## config.mk

```make
export PLATFORM = sky130hd
export DESIGN_NAME = ihc_frame_core
export DESIGN_NICKNAME = d
export VERILOG_FILES = /design/src/rtl/ihc_pkg.sv /design/src/rtl/ihc_frame_core.sv
export SDC_FILE = /design/constraint.sdc
export NUM_CORES = 1
export LEC_CHECK = 0
export ABC_AREA = 1
export BUFFER_PORTS_ARGS = -buffer_cell sky130_fd_sc_hd__buf_2
export CAP_MARGIN = 40
export CORE_UTILIZATION = 56
export DETAILED_ROUTE_END_ITERATION = 7
export PLACE_DENSITY = 0.78
export SYNTH_ARGS = -nofsm -noshare
export SYNTH_HDL_FRONTEND = slang
export SYNTH_SLANG_ARGS = --single-unit
```

## constraint.sdc

```tcl
create_clock -name aclk -period 6.4 [get_ports aclk]
set_clock_uncertainty 0.05 [all_clocks]
set_input_delay 0.32 -clock aclk [delete_from_list [all_inputs] [get_ports aclk]]
set_output_delay 0.32 -clock aclk [all_outputs]
set_load 0.1 [all_outputs]
```

## src/rtl/ihc_pkg.sv

```systemverilog
// shared types, codes and a helper function for the ipv4 header checker
package ihc_pkg;

    // verdict codes
    localparam logic [1:0] ST_VALID   = 2'd0;
    localparam logic [1:0] ST_OTHER   = 2'd1;
    localparam logic [1:0] ST_BAD_VER = 2'd2;
    localparam logic [1:0] ST_CKS_BAD = 2'd3;

    // frame word positions and header constants
    localparam logic [5:0]  ETHERTYPE_WORD = 6'd6;
    localparam logic [5:0]  IP_HDR_WORD    = 6'd7;
    localparam logic [5:0]  CKS_HDR_WORD   = 6'd5;
    localparam logic [5:0]  PROTO_HDR_WORD = 6'd4;
    localparam logic [5:0]  IDX_MAX        = 6'd63;
    localparam logic [4:0]  MIN_SPAN       = 5'd6;
    localparam logic [15:0] ETHERTYPE_IPV4 = 16'h0800;
    localparam logic [3:0]  IP_VERSION     = 4'd4;

    // one accepted input transfer
    typedef struct packed {
        logic [15:0] frame_word;
        logic        first_word;
    } in_item_t;

    // one verdict
    typedef struct packed {
        logic [3:0]  header_words32;
        logic [7:0]  protocol;
        logic [15:0] computed_checksum;
        logic [1:0]  status;
    } result_t;

    // two folds cover any sum of up to 32 words
    function automatic logic [15:0] fold_invert(input logic [20:0] s);
        logic [16:0] f1;
        logic [16:0] f2;
        f1 = {1'b0, s[15:0]} + {12'b0, s[20:16]};
        f2 = {1'b0, f1[15:0]} + {16'b0, f1[16]};
        return ~f2[15:0];
    endfunction

endpackage

```

## src/rtl/ihc_frame_core.sv

```systemverilog
// per-frame header tracking, checksum sum and verdict register
module ihc_frame_core (
    input  logic              aclk,
    input  logic              aresetn,
    input  logic              item_valid,
    input  ihc_pkg::in_item_t item,
    output logic              take,
    input  logic              m_tready,
    output logic              res_valid,
    output ihc_pkg::result_t  res
);

    logic [5:0]  idx_reg,  idx_next;
    logic [20:0] sum_reg,  sum_next;
    logic [15:0] rcks_reg, rcks_next;
    logic        seen_reg, seen_next;
    logic [3:0]  ihl_reg,  ihl_next;
    logic [7:0]  proto_reg, proto_next;
    logic        done_reg, done_next;
    logic        out_valid_reg, out_valid_next;
    ihc_pkg::result_t out_reg, out_next;

    logic        go;
    logic        emit;
    logic [5:0]  idx_cur;
    logic [20:0] sum_cur;
    logic [15:0] rcks_cur;
    logic        seen_cur;
    logic [3:0]  ihl_cur;
    logic [7:0]  proto_cur;
    logic        done_cur;
    logic [5:0]  h;
    logic [4:0]  span;
    logic [4:0]  last;
    logic [15:0] w;
    logic [15:0] cks;

    assign take      = !out_valid_reg || m_tready;
    assign go        = item_valid && take;
    assign res_valid = out_valid_reg;
    assign res       = out_reg;
    assign w         = item.frame_word;

    always_comb begin
        // a first word restarts the frame state
        if (item.first_word) begin
            idx_cur   = '0;
            sum_cur   = '0;
            rcks_cur  = '0;
            seen_cur  = 1'b0;
            ihl_cur   = '0;
            proto_cur = '0;
            done_cur  = 1'b0;
        end else begin
            idx_cur   = idx_reg;
            sum_cur   = sum_reg;
            rcks_cur  = rcks_reg;
            seen_cur  = seen_reg;
            ihl_cur   = ihl_reg;
            proto_cur = proto_reg;
            done_cur  = done_reg;
        end

        idx_next   = idx_cur;
        sum_next   = sum_cur;
        rcks_next  = rcks_cur;
        seen_next  = seen_cur;
        ihl_next   = ihl_cur;
        proto_next = proto_cur;
        done_next  = done_cur;
        emit       = 1'b0;
        out_next   = out_reg;
        h          = idx_cur - ihc_pkg::IP_HDR_WORD;
        span       = '0;
        last       = '0;
        cks        = '0;

        if (!done_cur) begin
            if (idx_cur < ihc_pkg::IDX_MAX) begin
                idx_next = idx_cur + 6'd1;
            end
            if (idx_cur == ihc_pkg::ETHERTYPE_WORD && w != ihc_pkg::ETHERTYPE_IPV4) begin
                emit      = 1'b1;
                done_next = 1'b1;
                out_next  = '{header_words32: '0, protocol: '0,
                              computed_checksum: '0, status: ihc_pkg::ST_OTHER};
            end else if (idx_cur >= ihc_pkg::IP_HDR_WORD) begin
                if (h == '0) begin
                    ihl_next = w[11:8];
                end
                if (h == '0 && w[15:12] != ihc_pkg::IP_VERSION) begin
                    emit      = 1'b1;
                    done_next = 1'b1;
                    out_next  = '{header_words32: w[11:8], protocol: '0,
                                  computed_checksum: '0, status: ihc_pkg::ST_BAD_VER};
                end else begin
                    span = {ihl_next, 1'b0};
                    if (h < {1'b0, span} && h != ihc_pkg::CKS_HDR_WORD) begin
                        sum_next = sum_cur + {5'b0, w};
                    end
                    if (h == ihc_pkg::PROTO_HDR_WORD) begin
                        proto_next = w[7:0];
                    end
                    if (h == ihc_pkg::CKS_HDR_WORD) begin
                        rcks_next = w;
                        seen_next = 1'b1;
                    end
                    last = ((span > ihc_pkg::MIN_SPAN) ? span : ihc_pkg::MIN_SPAN) - 5'd1;
                    cks  = ihc_pkg::fold_invert(sum_next);
                    if (h == {1'b0, last} && seen_next) begin
                        emit      = 1'b1;
                        done_next = 1'b1;
                        out_next  = '{header_words32: ihl_next, protocol: proto_next,
                                      computed_checksum: cks,
                                      status: (cks == rcks_next) ? ihc_pkg::ST_VALID
                                                                 : ihc_pkg::ST_CKS_BAD};
                    end
                end
            end
        end

        if (go && emit) begin
            out_valid_next = 1'b1;
        end else if (m_tready) begin
            out_valid_next = 1'b0;
        end else begin
            out_valid_next = out_valid_reg;
        end
    end

    always_ff @(posedge aclk) begin
        if (!aresetn) begin
            idx_reg       <= '0;
            sum_reg       <= '0;
            rcks_reg      <= '0;
            seen_reg      <= 1'b0;
            ihl_reg       <= '0;
            proto_reg     <= '0;
            done_reg      <= 1'b1;
            out_valid_reg <= 1'b0;
        end else begin
            out_valid_reg <= out_valid_next;
            if (go) begin
                idx_reg   <= idx_next;
                sum_reg   <= sum_next;
                rcks_reg  <= rcks_next;
                seen_reg  <= seen_next;
                ihl_reg   <= ihl_next;
                proto_reg <= proto_next;
                done_reg  <= done_next;
            end
        end
    end

    always_ff @(posedge aclk) begin
        if (go && emit) begin
            out_reg <= out_next;
        end
    end

endmodule

```

After elaboration in Yosys (flattened, before gate mapping)
Cells that the tools add are included.

cells by class
  add/subtract/negate cells = 6
  order comparisons = 4
  eq/ne operators = 8
  mux-type cells = 61
  bitwise gates (word level) = 2
  reduce and logical (&&, ||, !) cells = 13

operators by type and width
  kind                                                                             count
  21-bit two-way mux                                                               10
  16-bit two-way mux                                                               10
  30-bit two-way mux                                                               3
  8-bit two-way mux                                                                6
  4-bit two-way mux                                                                8
  21-bit by 16-bit adder with 21-bit output                                        1
  1-bit two-way mux                                                                19
  6-bit by 3-bit == test with 1-bit output, second input constant                  3
  6-bit two-way mux                                                                3
  16-bit by 5-bit adder with 17-bit output                                         1
  16-bit by 1-bit adder with 16-bit output                                         1
  16-bit == test                                                                   1
  16-bit by 12-bit inequality test with 1-bit output, second input constant        1
  16-bit inverter                                                                  1
  6-bit by 1-bit adder with 6-bit output, second input constant                    1
  6-bit by 5-bit == test with 1-bit output                                         1
  6-bit by 3-bit >= comparator with 1-bit output, second input constant            1
  1-bit logical AND                                                                6
  6-bit logical NOT                                                                1
  6-bit by 5-bit < comparator with 1-bit output                                    1
  6-bit < comparator, second input constant                                        1
  6-bit by 3-bit inequality test with 1-bit output, second input constant          1
  6-bit by 3-bit subtractor with 6-bit output, second input constant               1
  5-bit by 3-bit greater-than comparator with 1-bit output, second input constant  1
  10 further kinds                                                                 11

storage, ports and cells
  register bits after elaboration = 88
  input bits = 21
  output and inout bits = 32
  word-level logic and storage cells = 106

Longest topological paths before layout
Gate-level depths: netlist of run 1.

  depth after elaboration = 22
  depth in mapped cells = 50
  mapped depth without buffers = 47

Worst setup path after synthesis of run 1
OpenSTA, ideal clock, no wires.

  kind = input to register
  start = input item[0] (netlist bit)
  end = register out_reg (netlist bit res[0]), data pin
  library setup time = 268 ps
  data arrival time = 6154 ps
  required time = 6082 ps
  setup slack = -72 ps
  stages on the path = 47
  path buffers = 4
  cell sequence = buf_4 > nor2_1 > ha_1 > nand3_1 > nand2_2 > nand2_2 > nor2_4 > nand3_4 > o21ai_1 > ha_1 > a21oi_1 > o21ai_1 > nor2_4 > nand2_2 > buf_6 > buf_4 > inv_1 > buf_2 > [11 not listed] > nor2_1 > ha_1 > ha_1 > xnor2_1 > inv_1 > xor2_1 > nor3_1 > nand2_1 > nor2_1 > nand3_1 > nor2_1 > nand3_1 > nor2_1 > nand2_1 > nor2_1 > nand2_1 > nor2_2 > o21ai_1

on the way
  word-level cells in the longest chain between the ends = 22
  elaborated cells on any way between the ends = 36
  those cells by class = add/sub (4); order compare (1); eq/ne (4); mux (22); bitwise (1); reduce/logical (4)

ends and longest elaborated chain
  item                                           RTL line                                    RTL
  start: declaration                             ihc_frame_core.sv:6                         input ihc_pkg::in_item_t item,
  6-bit two-way mux                              ihc_frame_core.sv:46                        if (item.first_word) begin
  6-bit by 3-bit subtractor with 6-bit output    ihc_frame_core.sv:73                        h = idx_cur - ihc_pkg::IP_HDR_WORD;
  6-bit logical NOT                              ihc_frame_core.sv:88, ihc_frame_core.sv:91
  4-bit two-way mux                              ihc_frame_core.sv:88                        if (h == '0) begin
  4-bit two-way mux                              ihc_frame_core.sv:87                        end else if (idx_cur >= ihc_pkg::IP_HDR_WORD) begin
  4-bit two-way mux                              ihc_frame_core.sv:82                        if (idx_cur == ihc_pkg::ETHERTYPE_WORD && w != ihc_pkg::ETHERTYPE_IPV4) begin
  4-bit two-way mux                              ihc_frame_core.sv:78                        if (!done_cur) begin
  6-bit by 5-bit < comparator with 1-bit output  ihc_frame_core.sv:98                        if (h < {1'b0, span} && h != ihc_pkg::CKS_HDR_WORD) begin
  [6 not listed]                                 n/a
  16-bit by 5-bit adder with 17-bit output       ihc_pkg.sv:38                               f1 = {1'b0, s[15:0]} + {12'b0, s[20:16]};
  16-bit by 1-bit adder with 16-bit output       ihc_pkg.sv:39                               f2 = {1'b0, f1[15:0]} + {16'b0, f1[16]};
  16-bit inverter                                ihc_pkg.sv:40                               return ~f2[15:0];
  16-bit == test                                 ihc_frame_core.sv:115                       status: (cks == rcks_next) ? ihc_pkg::ST_VALID
  2-bit two-way mux                              ihc_frame_core.sv:115
  30-bit two-way mux                             ihc_frame_core.sv:110                       if (h == {1'b0, last} && seen_next) begin
  30-bit two-way mux                             ihc_frame_core.sv:91                        if (h == '0 && w[15:12] != ihc_pkg::IP_VERSION) begin
  30-bit two-way mux                             ihc_frame_core.sv:87
  end signal: assignment                         ihc_frame_core.sv:157                       out_reg <= out_next;
  end: declaration                               ihc_frame_core.sv:21                        ihc_pkg::result_t out_reg, out_next;

Several ways; a longest one is shown, not always the timed one. The select of a mux whose other input is x is not followed.
A chain may end at the register's enable or synchronous reset.

Worst setup path after layout of run 1
  start = register idx_reg[0]
  end = register out_reg (netlist bit res[1]), data pin

on the way
  word-level cells in the longest chain between the ends = 22
  elaborated cells on any way between the ends = 32
  those cells by class = add/sub (3); order compare (1); eq/ne (4); mux (19); bitwise (1); reduce/logical (4)

ends and longest elaborated chain
  item                                           RTL line                                    RTL
  start: declaration                             ihc_frame_core.sv:13                        logic [5:0] idx_reg, idx_next;
  start signal: assignment                       ihc_frame_core.sv:144                       idx_reg <= idx_next;
  6-bit two-way mux *                            ihc_frame_core.sv:46
  6-bit by 3-bit subtractor with 6-bit output    ihc_frame_core.sv:73
  6-bit logical NOT                              ihc_frame_core.sv:88, ihc_frame_core.sv:91
  4-bit two-way mux                              ihc_frame_core.sv:88
  4-bit two-way mux                              ihc_frame_core.sv:87
  4-bit two-way mux                              ihc_frame_core.sv:82
  4-bit two-way mux                              ihc_frame_core.sv:78
  6-bit by 5-bit < comparator with 1-bit output  ihc_frame_core.sv:98
  [6 not listed]                                 n/a
  16-bit by 5-bit adder with 17-bit output       ihc_pkg.sv:38
  16-bit by 1-bit adder with 16-bit output       ihc_pkg.sv:39
  16-bit inverter                                ihc_pkg.sv:40
  16-bit == test                                 ihc_frame_core.sv:115
  2-bit two-way mux                              ihc_frame_core.sv:115
  30-bit two-way mux                             ihc_frame_core.sv:110
  30-bit two-way mux                             ihc_frame_core.sv:91
  30-bit two-way mux                             ihc_frame_core.sv:87

Mark *: on every way between the ends. The rest lies on a longest branch, timed or not. The select of a mux whose other input is x is not followed.

==> results of run 1 <==
==> stage by stage <==
step	TNS (ns)	hold slack, ns	utilization (%)
finish	0	0.205	65.4
detailed placement	-0.0770	0.405	61.8
global route	-0.154	0.244	65.4
CTS	0	0.208	64.1
global placement	0	0.401	61.3
floorplan	0	0.395	-
==> timing repair <==
item	4_1_cts	5_1_grt
resized for setup	0	42
hold endpoints to repair	0	0
setup buffers	0	5
setup endpoints to repair	0	5
==> power by group through the flow <==
stage / sequential, mW / clock (mW) / combinational, mW
after floorplan: 0.614 / 0 / 0.182
after global placement: 0.614 / 0 / 0.250
after detailed placement: 0.615 / 0 / 0.256
after CTS: 0.602 / 0.529 / 0.259
after global routing: 0.604 / 0.549 / 0.298
final: 0.603 / 0.524 / 0.269
==> cells in the mapped netlist (all sizes together), types with 7 or more instances <==
| library cell | count |
|---|---|
| edfxtp | 30 |
| nor3 | 10 |
| nand3b | 9 |
| nor2 | 91 |
| o211ai | 8 |
| nand4 | 12 |
| o21ai | 94 |
| nand3 | 87 |
| nand2 | 380 |
| xnor2 | 7 |
| ha | 30 |
| a31oi | 7 |
| buf | 13 |
| a21oi | 107 |
| dfxtp | 58 |
| clkbuf | 27 |
| xor2 | 16 |
| inv | 137 |
==> metal layers <==
layer | wire (µm) | share of wire [%]
met1 | 8970 | 44
met2 | 9230 | 45
met3 | 1730 | 8.4
met4 | 578 | 2.8
met5 | 0 | 0
==> area by class of cell <==
| type | count | area [µm²] |
|---|---|---|
| clock buffer | 9 | 225 |
| clock inverter | 7 | 62.6 |
| fill | 1196 | 4380 |
| inverter | 142 | 533 |
| multi-input combinational | 882 | 4650 |
| sequential | 88 | 2060 |
| tap | 172 | 215 |
| timing repair buffer | 82 | 541 |
==> worst paths after layout <==
| kind | start | endpoint | slack (ns) | cells after the start |
|---|---|---|---|---|
| setup / recovery | idx_reg[0] | res[1] | 0.39 | 46 |
| hold / removal | m_tready | res_valid | 0.20 | 4 |
| setup reg to reg | idx_reg[0] | res[1] | 0.39 | 46 |
| hold reg to reg | sum_reg[12] | sum_reg[12] | 0.41 | 2 |
==> cells by family after synthesis <==
| family | after synthesis | synth area share (%) |
|---|---|---|
| and+or+nand+nor | 595 | 36.0 |
| AOI/OAI and AO/OA | 232 | 17.5 |
| buffers and inverters | 182 | 9.74 |
| DFF | 88 | 28.3 |
| adders and majority gates | 32 | 5.69 |
| xor gates and xnor gates | 23 | 2.76 |
==> critical path, delay by kind of cell (launching register included) <==
family / cells / cell delay [ns]
AND/OR/NAND/NOR: 30 / 2.94
adder cells (fa/ha/maj): 5 / 1.25
AO/OA/AOI/OAI: 5 / 0.51
flip-flops: 1 / 0.34
buffers and inverters: 4 / 0.34
XOR/XNOR: 2 / 0.30
==> results by group, run 1 <==
Timing
  – Period utilisation layout: 93.8%
  – Fin worst setup slack: 0.394 ns
  – Final hold vios: 0
  – Fmax: 0.167 GHz
  – Count of pins over their slew limit: 0
  – Final setup viols: 0
  – Slew HR: 40.8%
  – Min cycle time layout: 6.01 ns
  – Worst-Margin Slew: 0.887 ns

Power
  – Sequential share of power: 43.2%
  – Overall power: 1.40 mW
  – Internal Power: 0.948 mW
  – Leakage: 4.05 nW
  – Peak supply drop: 0.108 mV
  – Clock power share: 37.5%
  – PD cells: 168 mW/mm²
  – Switch Pwr: 0.448 mW
  – Sw Ratio: 32.1%
  – Comb power frac: 19.3%

Global route
  – GR Layer Usage met1: 42.6%
  – GRT met3 Usage: 4.62%
  – Via count of the first global-routing pass: 6660
  – Remaining Overflow, GRT: 0
  – Met2 global-route usage: 49.7%
  – Global Route Usage Sum: 31.4%
  – Initial antenna violation count: 0
  – Largest net degree at the start of global routing: 51
  – Gr busiest metal: met2
  – First-pass GRT wire length: 32500 µm

Routing
  – ANT nets after route: 0
  – Drt first pass iters: 5
  – Vias per Instance: 5.53
  – WL/cell: 14.8 µm
  – DRT iter0 DRCs: 789
  – Drt drc: 0
  – Via count: 7647
  – Total Routed Length: 20500 µm

Setup path
  – Critical path's slowest cell: fa_2
  – Worst setup EP type: flop
  – Worst EP arrival: 6.06 ns
  – Worst stage delay on the critical path: 0.39 ns
  – Worst setup SP type: flop
  – Required time of the critical path: 6.46 ns
  – Crit Path Class: reg2reg
  – CP Max Fanout: 8

Placed design
  – DP Worst Slack: -0.0525 ns
  – Dpl hpwl: 14800 µm
  – Routability cong.: 0.981
  – IO buf count: 52
  – Dpl cells: 1361
  – Placed Area: 0.00784 mm²

Synthesis
  – Syn_nets: 1205
  – Area leader, netlist: nand2_1
  – Sequential share of the synthesized area: 28.3%
  – Post-synth EDFFs: 30
  – Post-synth ARST share: 0%
  – Distinct cell type count after synthesis: 48
  – #FFs+latches synth: 88
  – Synth area leaders: nand2_1 18%, dfxtp_1 16%, edfxtp_1 12%
  – Synthesized area: 0.00730 mm²
  – Ys flop type: dfxtp_1
  – Synthesis Warnings: 0
  – Syn avg cell area: 6.33 µm²
  – Syn Inst Count: 1152
  – Synth top area share: 18.3%

Run status
  – Outcome: finished, final reports clean

Final layout
  – Nets: 1258
  – Share of post-route cells with drive strength above 1: 15.2%
  – Max reg flops: 30
  – Non-filler instance count after layout: 1382
  – Ant. Diodes: 0
  – Final instance area: 0.00829 mm²
  – Most frequent cells in the layout: 352 x nand2_1, 130 x inv_1, 106 x a21oi_1, 81 x nand3_1, 75 x o21ai_0
  – Layout area overhead: 13.7%
  – Most common cell after layout, fill and taps aside: nand2_1

Clock tree
  – Worst-Skew Late Latency: 0.37 ns
  – CTS clk-pin slew, worst paths: 0.08 ns
  – H-tree depth: 3
  – Hold-fix buffers, CTS: 0
  – Clk root buf: clkbuf_16
  – TritonCTS clock tree: built
  – Clk sinks: 88
  – Cts bufs inserted: 9
  – Clk buf depth: 2

Floorplan
  – Die area: 0.0135 mm²
  – Die W: 116 µm
  – Row count: 41
  – Io pins: 53
  – Die Ht: 116 µm
  – Area of the core: 0.0127 mm²
  – Initial Util: 57.6%

Worst hold path
  – Hold WC Path Type: in2reg

Flow run
  – Max-cap violations: 0
(Power assumes the default switching activity.)
==> run 2, diff against run 1 <==
--- a/config.mk
+++ b/config.mk
@@ -8,9 +8,9 @@
 export ABC_AREA = 1
 export BUFFER_PORTS_ARGS = -buffer_cell sky130_fd_sc_hd__buf_2
 export CAP_MARGIN = 40
-export CORE_UTILIZATION = 56
+export CORE_UTILIZATION = 55
 export DETAILED_ROUTE_END_ITERATION = 7
-export PLACE_DENSITY = 0.78
+export PLACE_DENSITY = 0.77
 export SYNTH_ARGS = -nofsm -noshare
 export SYNTH_HDL_FRONTEND = slang
 export SYNTH_SLANG_ARGS = --single-unit
==> run 2 against run 1 <==
Net effect: sequential share of layout area hardly changed; setup slack better by 0.0025 ns; sequential cell count stayed put; fmax hardly changed; final area hardly changed; first-iteration DRC count is 9.0% higher; largest power group unchanged; highest routed layer unchanged.
==> results by group, run 2 (synthesized netlist as in run 1, its figures left out) <==
Global route
  – Remaining Overflow, GRT: 0 (unchanged)
  – Via count of the first global-routing pass: 6736 (+1.1%)
  – Global Route Usage Sum: 31.5% (about the same)
  – First-pass GRT wire length: 33100 µm (+1.8%)
  – Largest net degree at the start of global routing: 51 (unchanged)
  – Initial antenna violation count: 0 (unchanged)

Power
  – Comb power frac: 18.6% (-0.7 points)
  – Peak supply drop: 0.101 mV (-6.3%)
  – Clock power share: 39.0% (+1.5 points)
  – Sequential share of power: 42.4% (-0.8 points)
  – Overall power: 1.42 mW (+1.8%)
  – Leakage: 4.04 nW (about the same)
  – Internal Power: 0.984 mW (+3.8%)
  – PD cells: 172 mW/mm² (+1.9%)
  – Switch Pwr: 0.437 mW (-2.4%)
  – Sw Ratio: 30.8% (-1.3 points)

Routing
  – WL met3: 1690 µm (-2.3%)
  – Drt drc: 0 (unchanged)
  – Via count: 7690 (+0.56%)
  – ANT nets after route: 0 (unchanged)
  – Top layer in use: met4
  – WL/cell: 14.7 µm (-1.1%)
  – DRT iter0 DRCs: 860 (+9.0%)
  – Vias per Instance: 5.57 (+0.64%)
  – M1 WL: 9130 µm (+1.9%)
  – Total Routed Length: 20300 µm (-1.2%)
  – Routed wl met2: 8780 µm (-4.9%)
  – Drt first pass iters: 6 (+1)

Setup path
  – Flop2flop setup slack: 0.40 ns (about the same)
  – Stages on the worst setup path: 46 (unchanged)
  – Worst r2r src: idx_reg[0]
  – Required time of the critical path: 6.45 ns (about the same)
  – Largest delay share family, worst path: simple AND/OR/NAND/NOR gates
  – Capture point of the worst path: res[0]
  – Worst r2r path cells: 46 (unchanged)
  – CP Max Fanout: 8 (unchanged)
  – Crit. Startpoint: idx_reg[0]
  – RR Endpoint: res[0]
  – Worst EP arrival: 6.05 ns (about the same)
  – Crit Path Class: reg2reg
  – Cell with the most instances on the worst path: nand2_1
  – Worst setup EP type: flop
  – Bufs and invs on worst path: 4 (unchanged)
  – Critical path's slowest cell: fa_2
  – Worst stage delay on the critical path: 0.39 ns (about the same)
  – Worst setup SP type: flop

Floorplan
  – Die area: 0.0137 mm² (+1.8%)
  – Initial Util: 57.1% (-0.46 points)
  – Io pins: 53 (unchanged)
  – Area of the core: 0.0128 mm² (+0.81%)
  – Row count: 41 (unchanged)
  – Die Ht: 117 µm (+0.89%)
  – Die W: 117 µm (+0.89%)

Clock tree
  – Worst-Skew Late Latency: 0.36 ns (about the same)
  – TritonCTS clock tree: built
  – H-tree depth: 3 (unchanged)
  – Clk root buf: clkbuf_16
  – Cts bufs inserted: 9 (unchanged)
  – Clk buf depth: 2 (unchanged)
  – Hold-fix buffers, CTS: 0 (unchanged)
  – Clk sinks: 88 (unchanged)
  – CTS clk-pin slew, worst paths: 0.07 ns (about the same)

Placed design
  – Routability cong.: 0.909 (-7.3%)
  – Placed Area: 0.00782 mm² (-0.24%)
  – DP Worst Slack: -0.0334 ns (+0.0191 ns)
  – IO buf count: 52 (unchanged)
  – Dpl hpwl: 14700 µm (-0.65%)

Timing
  – Count of pins over their slew limit: 0 (unchanged)
  – Final hold vios: 0 (unchanged)
  – Min cycle time layout: 6.00 ns (-0.00251 ns)
  – Fmax: 0.167 GHz (about the same)
  – Slew HR: 41.3% (+0.46 points)
  – Final setup viols: 0 (unchanged)
  – Worst-Margin Slew: 0.880 ns (-0.00690 ns)
  – Period utilisation layout: 93.8% (about the same)
  – Fin worst setup slack: 0.397 ns (+0.00251 ns)
  – Final setup TNS: 0 ns (unchanged)

Final layout
  – Layout area overhead: 13.6% (about the same)
  – # fillers: 1175 (-1.8%)
  – Nets: 1257 (-0.079%)
  – Most frequent cells in the layout: 353 x nand2_1, 131 x inv_1, 107 x a21oi_1, 80 x nand3_1, 76 x o21ai_0
  – Share of post-route cells with drive strength above 1: 14.8% (-0.40 points)
  – Max reg flops: 30 (unchanged)
  – Final instance area: 0.00829 mm² (about the same)
  – Layout Utilization: 64.9% (-0.57 points)
  – Most common cell after layout, fill and taps aside: nand2_1
  – Ant. Diodes: 0 (unchanged)

Run status
  – Outcome: finished, final reports clean

Flow run
  – Max-cap violations: 0 (unchanged)

Worst hold path
  – Hold WC Path Type: in2reg
==> run 2: worst register-to-register path, delay by kind of cell, from the launching register on <==
| kind | cells | cell delay, ns |
|---|---|---|
| buffers and inverters | 4 | 0.34 |
| AND/OR/NAND/NOR | 30 | 2.96 |
| XOR/XNOR | 2 | 0.31 |
| flip-flops | 1 | 0.34 |
| AO/OA/AOI/OAI | 5 | 0.50 |
| adder cells (fa/ha/maj) | 5 | 1.23 |
==> run 2: layout make-up <==
| cell class | count | area (µm²) | share of cell area, % |
|---|---|---|---|
| multi-input cells | 882 | 4630 | 55.9 |
| inverters | 142 | 533 | 6.43 |
| clock inverters | 6 | 75.1 | 0.906 |
| repair buffers | 81 | 537 | 6.48 |
| flip-flops and latches | 88 | 2070 | 24.9 |
| clock buffers | 10 | 229 | 2.76 |
| well taps | 172 | 215 | 2.60 |
==> run 2: worst min path at each step <==
stage	endpoint	cells past startpoint	slack, ns	start
2_1_floorplan	seen_reg	2	0.40	seen_reg
3_3_place_gp	rcks_reg[1]	2	0.40	rcks_reg[1]
3_5_place_dp	sum_reg[6]	2	0.40	sum_reg[6]
4_1_cts	res_valid	4	0.20	m_tready
5_1_grt	res_valid	4	0.26	m_tready
6_report	res_valid	4	0.21	m_tready
==> run 2: stage by stage <==
stage | hold WS [ns] | instances
detailed placement | 0.405 | 1358
floorplan | 0.395 | 1152
global route | 0.265 | 1381
CTS | 0.202 | 1374
global placement | 0.402 | 1354
finish | 0.212 | 1381
==> run 2: layer usage <==
metal	track usage [%]	vias to the layer above
li1	-	3888
met1	44.0	3469
met2	47.8	290
met3	5.51	43
met4	12.8	0
met5	0	-
==> run 2: what timing repair did <==
item | in CTS | in global routing
pin swaps | 0 | 15
buffers inserted | 0 | 7
gates resized for setup | 1 | 35
setup endpoints to repair | 2 | 4
==> run 2: power groups by stage <==
stage | Sequential (mW) | Combinational (mW) | Clock, mW
after floorplan | 0.614 | 0.182 | 0
after global placement | 0.614 | 0.249 | 0
after detailed placement | 0.614 | 0.254 | 0
after CTS | 0.602 | 0.255 | 0.561
after global routing | 0.604 | 0.297 | 0.587
final | 0.603 | 0.265 | 0.554
